--- config.mk ---
export PLATFORM = sky130hd
export DESIGN_NAME = stream_find_replace
export DESIGN_NICKNAME = d
export VERILOG_FILES = /design/src/hw/rtl/sfr_pkg.sv /design/src/hw/rtl/sfr_window_cell.sv /design/src/hw/rtl/sfr_emit_cell.sv /design/src/hw/rtl/stream_find_replace.sv
export SDC_FILE = /design/constraint.sdc
export NUM_CORES = 1
export LEC_CHECK = 0
export BUFFER_PORTS_ARGS = -buffer_cell sky130_fd_sc_hd__buf_2
export CORE_AREA = 2 2 162 148
export CTS_BUF_LIST = sky130_fd_sc_hd__clkbuf_8 sky130_fd_sc_hd__clkbuf_16
export CTS_CLUSTER_SIZE = 10
export DETAILED_ROUTE_END_ITERATION = 12
export DIE_AREA = 0 0 164 150
export GPL_TIMING_DRIVEN = 0
export PLACE_DENSITY = 0.8
export SYNTH_ARGS = -nofsm -noshare
export SYNTH_HDL_FRONTEND = slang
export SYNTH_SLANG_ARGS = --single-unit
--- constraint.sdc ---
create_clock -name clock -period 4.1 [get_ports clock]
set_input_delay 0.41 -clock clock [delete_from_list [all_inputs] [get_ports clock]]
set_output_delay 0.41 -clock clock [all_outputs]
set_load 0.02 [all_outputs]
--- src/hw/rtl/sfr_pkg.sv ---
// shared constants and types for the stream find/replace block
package sfr_pkg;

   localparam int DATA_W      = 8;
   localparam int CFG_W       = 64;
   localparam int LEN_W       = 4;
   localparam int CSR_IDX_W   = 2;
   localparam int MAX_PAT_DEF = 8;

   localparam logic [CSR_IDX_W-1:0] CSR_SEARCH_PATTERN  = 2'd0;
   localparam logic [CSR_IDX_W-1:0] CSR_SEARCH_LENGTH   = 2'd1;
   localparam logic [CSR_IDX_W-1:0] CSR_REPLACE_PATTERN = 2'd2;
   localparam logic [CSR_IDX_W-1:0] CSR_REPLACE_LENGTH  = 2'd3;

   typedef struct packed {
      logic load;
      logic shift;
      logic at_fill;
      logic below_fill;
   } win_ctl_type;

   typedef struct packed {
      logic load;
      logic shift;
   } emit_ctl_type;

endpackage

--- src/hw/rtl/sfr_window_cell.sv ---
// one window cell: holds a byte, compares it with its pattern byte, shifts to its neighbor
module sfr_window_cell
   import sfr_pkg::*;
(
   input  logic              clock,
   input  win_ctl_type       ctl,
   input  logic [DATA_W-1:0] in_byte,
   input  logic [DATA_W-1:0] pat_byte,
   input  logic [DATA_W-1:0] next_new,
   output logic [DATA_W-1:0] new_byte,
   output logic              hit
);

   logic [DATA_W-1:0] byte_ff;
   logic [DATA_W-1:0] byte_in;

   assign new_byte = ctl.at_fill ? in_byte : byte_ff;

   always_comb begin
      if (ctl.below_fill) begin
         hit = (byte_ff == pat_byte);
      end else if (ctl.at_fill) begin
         hit = (in_byte == pat_byte);
      end else begin
         hit = 1'b1;
      end
   end

   always_comb begin
      byte_in = byte_ff;
      if (ctl.load) begin
         byte_in = ctl.shift ? next_new : new_byte;
      end
   end

   always_ff @(posedge clock) begin
      byte_ff <= byte_in;
   end

endmodule

--- src/hw/rtl/sfr_emit_cell.sv ---
// one output cell: loaded with a run byte, shifts toward the output on each transfer
module sfr_emit_cell
   import sfr_pkg::*;
(
   input  logic              clock,
   input  emit_ctl_type      ctl,
   input  logic              use_rep,
   input  logic [DATA_W-1:0] rep_byte,
   input  logic [DATA_W-1:0] win_byte,
   input  logic [DATA_W-1:0] next_byte,
   output logic [DATA_W-1:0] cur_byte
);

   logic [DATA_W-1:0] byte_ff;
   logic [DATA_W-1:0] byte_in;

   always_comb begin
      byte_in = byte_ff;
      if (ctl.load) begin
         byte_in = use_rep ? rep_byte : win_byte;
      end else if (ctl.shift) begin
         byte_in = next_byte;
      end
   end

   always_ff @(posedge clock) begin
      byte_ff <= byte_in;
   end

   assign cur_byte = byte_ff;

endmodule

--- src/hw/rtl/stream_find_replace.sv ---
// top level of the stream find/replace block
//
// The req channel takes one stream byte per transfer with an end-of-stream flag.
// Each transfer yields a run of zero to MAX_PATTERN bytes on the rsp channel:
// the replacement on a match, the oldest window byte once the window is full,
// and the held window bytes after the final byte. run_last marks the end of a
// run, stream_done the last byte of the stream.
// A run loads into a row of output cells and leaves one byte per cycle while
// rsp_stall is low; the first byte shows in the cycle after the req transfer. A
// new req transfer is taken as soon as the last byte of the previous run leaves,
// and one-byte runs stream at one per cycle while rsp_stall is low.
// The window is a row of MAX_PATTERN cells that compare and shift in parallel.
// While rsp_stall is high the rsp payload holds; req_stall is high while more
// than the final byte of a run waits, or while rsp_stall holds the final byte.
// Reset empties the window and the output cells, sets both lengths to one and
// both patterns to zero. The csr channel is always ready; writing the search
// length empties the window.
module stream_find_replace
   import sfr_pkg::*;
#(
   parameter int MAX_PATTERN = MAX_PAT_DEF
) (
   input  logic                 clock,
   input  logic                 reset,
   input  logic                 req_valid,
   output logic                 req_stall,
   input  logic [DATA_W-1:0]    req_data_byte,
   input  logic                 req_end_of_stream,
   output logic                 rsp_valid,
   input  logic                 rsp_stall,
   output logic [DATA_W-1:0]    rsp_out_byte,
   output logic                 rsp_run_last,
   output logic                 rsp_stream_done,
   input  logic                 csr_valid,
   output logic                 csr_ready,
   input  logic [CSR_IDX_W-1:0] csr_index,
   input  logic [CFG_W-1:0]     csr_wdata
);

   localparam int CNT_W = $clog2(MAX_PATTERN + 1);

   logic [CFG_W-1:0] search_ff, search_in;
   logic [CFG_W-1:0] replace_ff, replace_in;
   logic [CNT_W-1:0] slen_ff, slen_in;
   logic [CNT_W-1:0] rlen_ff, rlen_in;
   logic [CNT_W-1:0] fill_ff, fill_in;
   logic [CNT_W-1:0] emit_cnt_ff, emit_cnt_in;
   logic             done_ff, done_in;

   logic             csr_fire;
   logic             in_fire;
   logic             out_fire;
   logic             full;
   logic             match;
   logic [CNT_W-1:0] run_cnt;
   logic [CNT_W-1:0] len_clamp;
   logic [LEN_W-1:0] len_raw;

   logic [MAX_PATTERN-1:0] hit;
   logic [DATA_W-1:0]      win_new [MAX_PATTERN];
   logic [DATA_W-1:0]      emit_byte [MAX_PATTERN];
   win_ctl_type            win_ctl [MAX_PATTERN];
   emit_ctl_type           emit_ctl;

   assign csr_ready = 1'b1;
   assign csr_fire  = csr_valid & csr_ready;

   assign rsp_valid = (emit_cnt_ff != '0);
   assign out_fire  = rsp_valid & ~rsp_stall;
   assign req_stall = (emit_cnt_ff > CNT_W'(1)) | ((emit_cnt_ff == CNT_W'(1)) & rsp_stall);
   assign in_fire   = req_valid & ~req_stall;

   assign full  = ((fill_ff + CNT_W'(1)) == slen_ff);
   assign match = full & (&hit);

   // length written as zero acts as one, above the cell count as the cell count
   assign len_raw = csr_wdata[LEN_W-1:0];
   always_comb begin
      if (len_raw == '0) begin
         len_clamp = CNT_W'(1);
      end else if (len_raw > LEN_W'(MAX_PATTERN)) begin
         len_clamp = CNT_W'(MAX_PATTERN);
      end else begin
         len_clamp = CNT_W'(len_raw);
      end
   end

   always_comb begin
      if (match) begin
         run_cnt = rlen_ff;
      end else if (req_end_of_stream) begin
         run_cnt = fill_ff + CNT_W'(1);
      end else if (full) begin
         run_cnt = CNT_W'(1);
      end else begin
         run_cnt = '0;
      end
   end

   always_comb begin
      search_in  = search_ff;
      replace_in = replace_ff;
      slen_in    = slen_ff;
      rlen_in    = rlen_ff;
      fill_in    = fill_ff;
      if (in_fire) begin
         if (match || req_end_of_stream) begin
            fill_in = '0;
         end else if (!full) begin
            fill_in = fill_ff + CNT_W'(1);
         end
      end
      if (csr_fire) begin
         case (csr_index)
            CSR_SEARCH_PATTERN: begin
               search_in = csr_wdata;
            end
            CSR_SEARCH_LENGTH: begin
               slen_in = len_clamp;
               fill_in = '0;
            end
            CSR_REPLACE_PATTERN: begin
               replace_in = csr_wdata;
            end
            CSR_REPLACE_LENGTH: begin
               rlen_in = len_clamp;
            end
            default: begin
               search_in = search_ff;
            end
         endcase
      end
   end

   always_comb begin
      emit_cnt_in = emit_cnt_ff;
      done_in     = done_ff;
      if (in_fire) begin
         emit_cnt_in = run_cnt;
         done_in     = req_end_of_stream;
      end else if (out_fire) begin
         emit_cnt_in = emit_cnt_ff - CNT_W'(1);
      end
   end

   always_ff @(posedge clock) begin
      if (reset) begin
         search_ff   <= '0;
         replace_ff  <= '0;
         slen_ff     <= CNT_W'(1);
         rlen_ff     <= CNT_W'(1);
         fill_ff     <= '0;
         emit_cnt_ff <= '0;
         done_ff     <= 1'b0;
      end else begin
         search_ff   <= search_in;
         replace_ff  <= replace_in;
         slen_ff     <= slen_in;
         rlen_ff     <= rlen_in;
         fill_ff     <= fill_in;
         emit_cnt_ff <= emit_cnt_in;
         done_ff     <= done_in;
      end
   end

   assign emit_ctl.load  = in_fire;
   assign emit_ctl.shift = out_fire;

   for (genvar j = 0; j < MAX_PATTERN; j++) begin : g_cell
      logic [DATA_W-1:0] next_new;
      logic [DATA_W-1:0] next_emit;

      if (j == MAX_PATTERN - 1) begin : g_end
         assign next_new  = '0;
         assign next_emit = '0;
      end else begin : g_mid
         assign next_new  = win_new[j+1];
         assign next_emit = emit_byte[j+1];
      end

      assign win_ctl[j].load       = in_fire;
      assign win_ctl[j].shift      = full & ~match;
      assign win_ctl[j].at_fill    = (fill_ff == CNT_W'(j));
      assign win_ctl[j].below_fill = (CNT_W'(j) < fill_ff);

      sfr_window_cell u_win (
         .clock    (clock),
         .ctl      (win_ctl[j]),
         .in_byte  (req_data_byte),
         .pat_byte (search_ff[j*DATA_W +: DATA_W]),
         .next_new (next_new),
         .new_byte (win_new[j]),
         .hit      (hit[j])
      );

      sfr_emit_cell u_emit (
         .clock     (clock),
         .ctl       (emit_ctl),
         .use_rep   (match),
         .rep_byte  (replace_ff[j*DATA_W +: DATA_W]),
         .win_byte  (win_new[j]),
         .next_byte (next_emit),
         .cur_byte  (emit_byte[j])
      );
   end

   assign rsp_out_byte    = emit_byte[0];
   assign rsp_run_last    = (emit_cnt_ff == CNT_W'(1));
   assign rsp_stream_done = (emit_cnt_ff == CNT_W'(1)) & done_ff;

   // a new run loads only while the previous one is gone or leaving
   a_load_when_drained: assert property (@(posedge clock) disable iff (reset)
      in_fire |-> (emit_cnt_ff == '0) || ((emit_cnt_ff == CNT_W'(1)) && out_fire))
      else $error("run loaded over pending output");

   a_fill_below_len: assert property (@(posedge clock) disable iff (reset)
      fill_ff < slen_ff)
      else $error("window fill reached search length");

   a_run_bounded: assert property (@(posedge clock) disable iff (reset)
      emit_cnt_ff <= CNT_W'(MAX_PATTERN))
      else $error("run longer than cell row");

   a_eos_empties: assert property (@(posedge clock) disable iff (reset)
      in_fire && req_end_of_stream |=> fill_ff == '0)
      else $error("window not empty after end of stream");

endmodule

## After elaboration in Yosys (flattened, before gate mapping)

Index checks and enable logic that the tools add are counted.

- Output and inout bits: 13
- Word-level logic and storage cells: 151
- Flip-flop bits (word level): 273

- Eq/ne operators: 28
- $add $sub $neg: 2
- Bitwise operators: 10
- $lt $le $gt $ge: 10
- Reductions and logical operators: 11
- Mux-type cells: 67

Operators by type and width:

| operator | count |
|---|---|
| $mux 8 | 39 |
| $eq 8x8->1 | 16 |
| $mux 4 | 11 |
| $mux 1 | 17 |
| $eq 4x3->1 const B | 4 |
| $lt 3x4->1 const A | 4 |
| $eq 4x1->1 const B | 2 |
| $eq 4x2->1 const B | 2 |
| $logic_not 4->1 | 2 |
| $lt 1x4->1 const A | 2 |
| $lt 2x4->1 const A | 2 |
| $reduce_and 2->1 | 4 |
| $reduce_and 8->1 | 1 |
| $and 1x1->1 | 6 |
| $add 4x1->4 const B | 1 |
| $eq 2x2->1 const B | 2 |
| $eq 4x4->1 | 1 |
| $gt 4x1->1 const B | 1 |
| $gt 4x4->1 const B | 1 |
| $reduce_bool 4->1 | 1 |
| $sub 4x1->4 const B | 1 |
| $not 1->1 | 3 |
| $eq 2x1->1 const B | 1 |
| $logic_not 2->1 | 1 |
| other kinds (3) | 3 |

## Longest topological paths before layout

- Word-level depth: 10
- Gate-level depth with buffers: 13

## Modules after synthesis

From an unflattened synthesis, not the netlist that was laid out.

- Cells, all modules: 1404
- Area, all modules: 14264.9 µm²

Modules (own cells, without submodules):

| module | times used | cells an instance | seq. area each (µm²) | area each (µm²) |
|---|---|---|---|---|
| stream_find_replace | 1 | 716 | 2902.8 | 5656.7 |
| sfr_window_cell | 8 | 50 | 240.2 | 649.4 |
| sfr_emit_cell | 8 | 36 | 240.2 | 426.7 |

## Worst setup path after synthesis

Ideal clock, no wire load.

- Path type: reg-to-reg
- From: reg emit_cnt_ff[1]
- To: reg emit_cnt_ff[0]
- Slack: 258 ps
- Data arrival time: 3720 ps
- Setup time: 122 ps
- Buffers on the path: 1
- Cell stages (with the launch flop): 10
- Required time: 3978 ps
- Period minus slack after synthesis: 3842 ps
- Path through: dfxtp_1 inv_1 ha_1 nand2_1 o211ai_1 or2_2 inv_1 clkbuf_1 nor3_1 a311o_1

RTL lines:

| what | line | RTL |
|---|---|---|
| from (decl) | stream_find_replace.sv:47 | `logic [CNT_W-1:0] emit_cnt_ff, emit_cnt_in;` |
| from (signal assigned) | stream_find_replace.sv:161 | `emit_cnt_ff <= emit_cnt_in;` |

## Final worst setup path

- From: reg fill_ff[0]
- To: reg g_cell[7].u_emit.byte_ff[0], data pin

- Longest elaborated chain between the ends: 7

Ends and longest elaborated chain:

| what | line | RTL |
|---|---|---|
| from (decl) | stream_find_replace.sv:46 | `logic [CNT_W-1:0] fill_ff, fill_in;` |
| from (signal assigned) | stream_find_replace.sv:160 | `fill_ff <= fill_in;` |
| branches (longest 5 deep; another with $lt 1x4->1) | n/a |  |
| $mux 8 (*) | sfr_emit_cell.sv:20 | `byte_in = use_rep ? rep_byte : win_byte;` |
| $mux 8 (*) | sfr_emit_cell.sv:19 | `if (ctl.load) begin` |
| to (signal assigned) | sfr_emit_cell.sv:27 | `byte_ff <= byte_in;` |
| to (decl) | sfr_emit_cell.sv:14 | `logic [DATA_W-1:0] byte_ff;` |

Mark *: on every way between the ends.
A chain may end at the register's enable or synchronous reset.

==> impl_metrics.env <==
export IMPL_power_density_mw_per_mm2=643
export IMPL_yosys_warnings=0
export IMPL_nets=1663
export IMPL_drc=0
export IMPL_finalWeightedCongestion=0.959
export IMPL_async_flop_share=0
export IMPL_reg2reg_slack_ps=80
export IMPL_fillCellCount=1799
export IMPL_worstMarginPinSlew_ps=1090
export IMPL_first_iter_violations=1435
export IMPL_dp_final_hpwl_mm=29.7
export IMPL_vias_per_cell=6.23
export IMPL_antenna_left=0
export IMPL_root_buffer="clkbuf_16"
export IMPL_cts_setup_buffers=0
export IMPL_crit_end="g_cell[7].u_emit.cur_byte[0]$_SDFFCE_PN0P_"
export IMPL_core_area_mm2=0.0230
export IMPL_grt_ovfl_total=0
export IMPL_path_clk_slew_ps=60
export IMPL_ios=93
export IMPL_hold_viol=0
export IMPL_setup_viol=0
export IMPL_routed_wl_mm=42.4
export IMPL_final_cell_mix="nand2_1, dfxtp_1, a21oi_1, edfxtp_1, mux2i_1"
export IMPL_crit_start="fill_ff[0]$_SDFF_PP0_"
export IMPL_path_class="reg2reg"
export IMPL_slew_headroom=0.273
export IMPL_grt_max_degree=51
export IMPL_placed_area_mm2=0.0147
export IMPL_layout_commonest_cell="nand2_1"
export IMPL_start_util=0.601
export IMPL_cap_violations=0
export IMPL_vias=11858
export IMPL_cp_arrival_ps=4330
export IMPL_io_buffers=81
export IMPL_area_growth_pct=12.6
export IMPL_clkSinkCount=273
export IMPL_ys_seq_area_frac=0.488
export IMPL_layout_drive_gt1_share=0.101
export IMPL_synth_edff_count=128
export IMPL_drv_slew=0
export IMPL_grt_first_pass_wirelength_mm=63.5
export IMPL_syn_avg_cell_area_um2=9.46
export IMPL_fin_util=0.676
export IMPL_groute_usage_overall=0.342
export IMPL_worst_path_max_fanout=10
export IMPL_period_share=0.980
export IMPL_dieArea_mm2=0.0246
export IMPL_synth_seq_cells=273
export IMPL_fin_skew_ps=15.7
export IMPL_synth_fp_nets=1548
export IMPL_dr_pass1_iters=7
export IMPL_holdPathStages=3
export IMPL_reg2reg_to="g_cell[7].u_emit.cur_byte[0]$_SDFFCE_PN0P_"
export IMPL_synthFlopType="dfxtp_1"
export IMPL_ys_types=51
export IMPL_row_count=53
export IMPL_grt_pass1_vias=11207
export IMPL_antenna_found_initial=1
export IMPL_syn_cell_area_mm2=0.0138
export IMPL_synth_cells=1462
export IMPL_vdd_drop_max_mv=0.454
export IMPL_worstSetupEndpointType="flop"
export IMPL_cts_tree="done"
export IMPL_fp_dieW_um=164
export IMPL_numCtsBuffers=31
export IMPL_die_height_um=150
export IMPL_clk_path_buf_depth=3
export IMPL_rsz0062_at_grt="no"
export IMPL_fmax_mhz=249
export IMPL_finish_instance_area_mm2=0.0156
export IMPL_cp_required_ps=4410
export IMPL_period_needed_ps=4020
export IMPL_wire_per_inst_um=22.3
export IMPL_hold_path_startpoint="csr_wdata[47]"
export IMPL_htree_levels=1
export IMPL_power_mw=10.0
export IMPL_worstSkewPairLatency_ps=570
export IMPL_r2r_cells=13
export IMPL_timing_rr_start="fill_ff[0]$_SDFF_PP0_"
export IMPL_leakage_nw=5.99
export IMPL_start_kind="flop"
export IMPL_outcome="finished clean"
export IMPL_worstHoldPathType="in2reg"
[where the power goes]
part           switching, mW  internal [mW]
registers              0.395           3.96
logic                   2.01           1.18
clock network           1.08           1.38
[cells in the mapped netlist (all sizes together) (2+ instances only)]
library cell | number | share of area
dfxtp | 145 | 0.21
a211o | 3 | 0.0019
a21oi | 142 | 0.051
nand3 | 6 | 0.0022
mux2 | 8 | 0.0065
o21bai | 2 | 0.0011
a211oi | 11 | 0.0060
nor2 | 73 | 0.020
nor3b | 2 | 0.0011
ha | 6 | 0.0054
xor2 | 106 | 0.067
nor3 | 71 | 0.026
or2 | 4 | 0.0018
o211ai | 2 | 0.0011
and2 | 9 | 0.0041
xnor2 | 29 | 0.018
nor4 | 27 | 0.012
a2111oi | 3 | 0.0028
nor2b | 6 | 0.0027
nand3b | 3 | 0.0016
a221o | 56 | 0.041
and3 | 3 | 0.0014
nand4 | 7 | 0.0036
o21ai | 5 | 0.0018
edfxtp | 128 | 0.28
nand2 | 333 | 0.090
inv | 7 | 0.0019
buf | 27 | 0.012
clkbuf | 96 | 0.026
a31oi | 2 | 0.00090
mux2i | 126 | 0.091
[per-layer routing]
layer | track usage | wire, µm | vias up
met3 | 0.0757 | 4550 | 167
li1 | - | - | 5372
met1 | 0.441 | 16200 | 5609
met4 | 0.190 | 2650 | 0
met2 | 0.536 | 19000 | 710
met5 | 0 | 0 | -
[what timing repair did]
item / in CTS / in global routing
hold buffers: 0 / 0
hold endpoints to repair: 0 / 0
resized for setup: 0 / 3
setup endpoints to repair: 0 / 1
[logic make-up after synthesis]
family / after synthesis / synth area share
AO/OA/AOI/OAI: 233 / 0.112
XOR/XNOR: 136 / 0.0872
adder cells (fa/ha/maj): 6 / 0.00543
buffers and inverters: 130 / 0.0397
flip-flops: 273 / 0.488
multiplexers: 134 / 0.0978
other: 1 / 0.000271
AND/OR/NAND/NOR: 549 / 0.170
[critical path, stage by stage (launching register included)]
cell and delay, ps:
dfxtp_1 330, clkbuf_1 330, inv_1 150, ha_1 260, nand3_1 90, buf_2 290, a211oi_1 120, a2111oi_2 460
nand4_2 420, or2_1 340, buf_2 170, buf_6 160, buf_2 210, a211oi_1 420
[sequential cells by signal, summed over array words and instances, names as in the netlist]
name and count:
g_cell.u_emit.cur_byte 64, done_ff 1, g_cell.u_win.byte_ff 64, slen_ff 4
replace_ff 64, search_ff 64, fill_ff 4, rlen_ff 4
emit_cnt_ff 4
[cell type report]
type | instances | area (µm²) | share of cell area
timing repair buffer | 83 | 460 | 0.0296
tap | 302 | 378 | 0.0243
inverter | 7 | 26.3 | 0.00169
clock buffer | 33 | 803 | 0.0516
sequential | 273 | 6750 | 0.434
clock inverter | 23 | 86.3 | 0.00555
multi-input combinational | 1059 | 6540 | 0.420
antenna | 1 | 2.50 | 0.000161
buffer | 122 | 524 | 0.0337
[how the worst min path moves through the flow]
stage / to / slack, ps
5_1_grt: replace_ff[56]$_SDFFE_PP0P_ / 100
3_3_place_gp: replace_ff[11]$_SDFFE_PP0P_ / 440
2_1_floorplan: done_ff$_SDFFE_PP0P_ / 430
3_5_place_dp: replace_ff[11]$_SDFFE_PP0P_ / 450
6_report: search_ff[47]$_SDFFE_PP0P_ / 90
4_1_cts: replace_ff[50]$_SDFFE_PP0P_ / 90
[metrics by stage]
step | TNS (ps) | hold slack, ps | std cells | worst slack, ps
2_1_floorplan | 0 | 432 | 1462 | 258
3_3_place_gp | -50340 | 442 | 1845 | -879
3_5_place_dp | -2220 | 448 | 1847 | -217
4_1_cts | 0 | 90.3 | 1903 | 24.1
5_1_grt | 0 | 96.3 | 1902 | 23.2
6_report | 0 | 94.0 | 1903 | 82.1
Power figures use the tool's default switching activity.
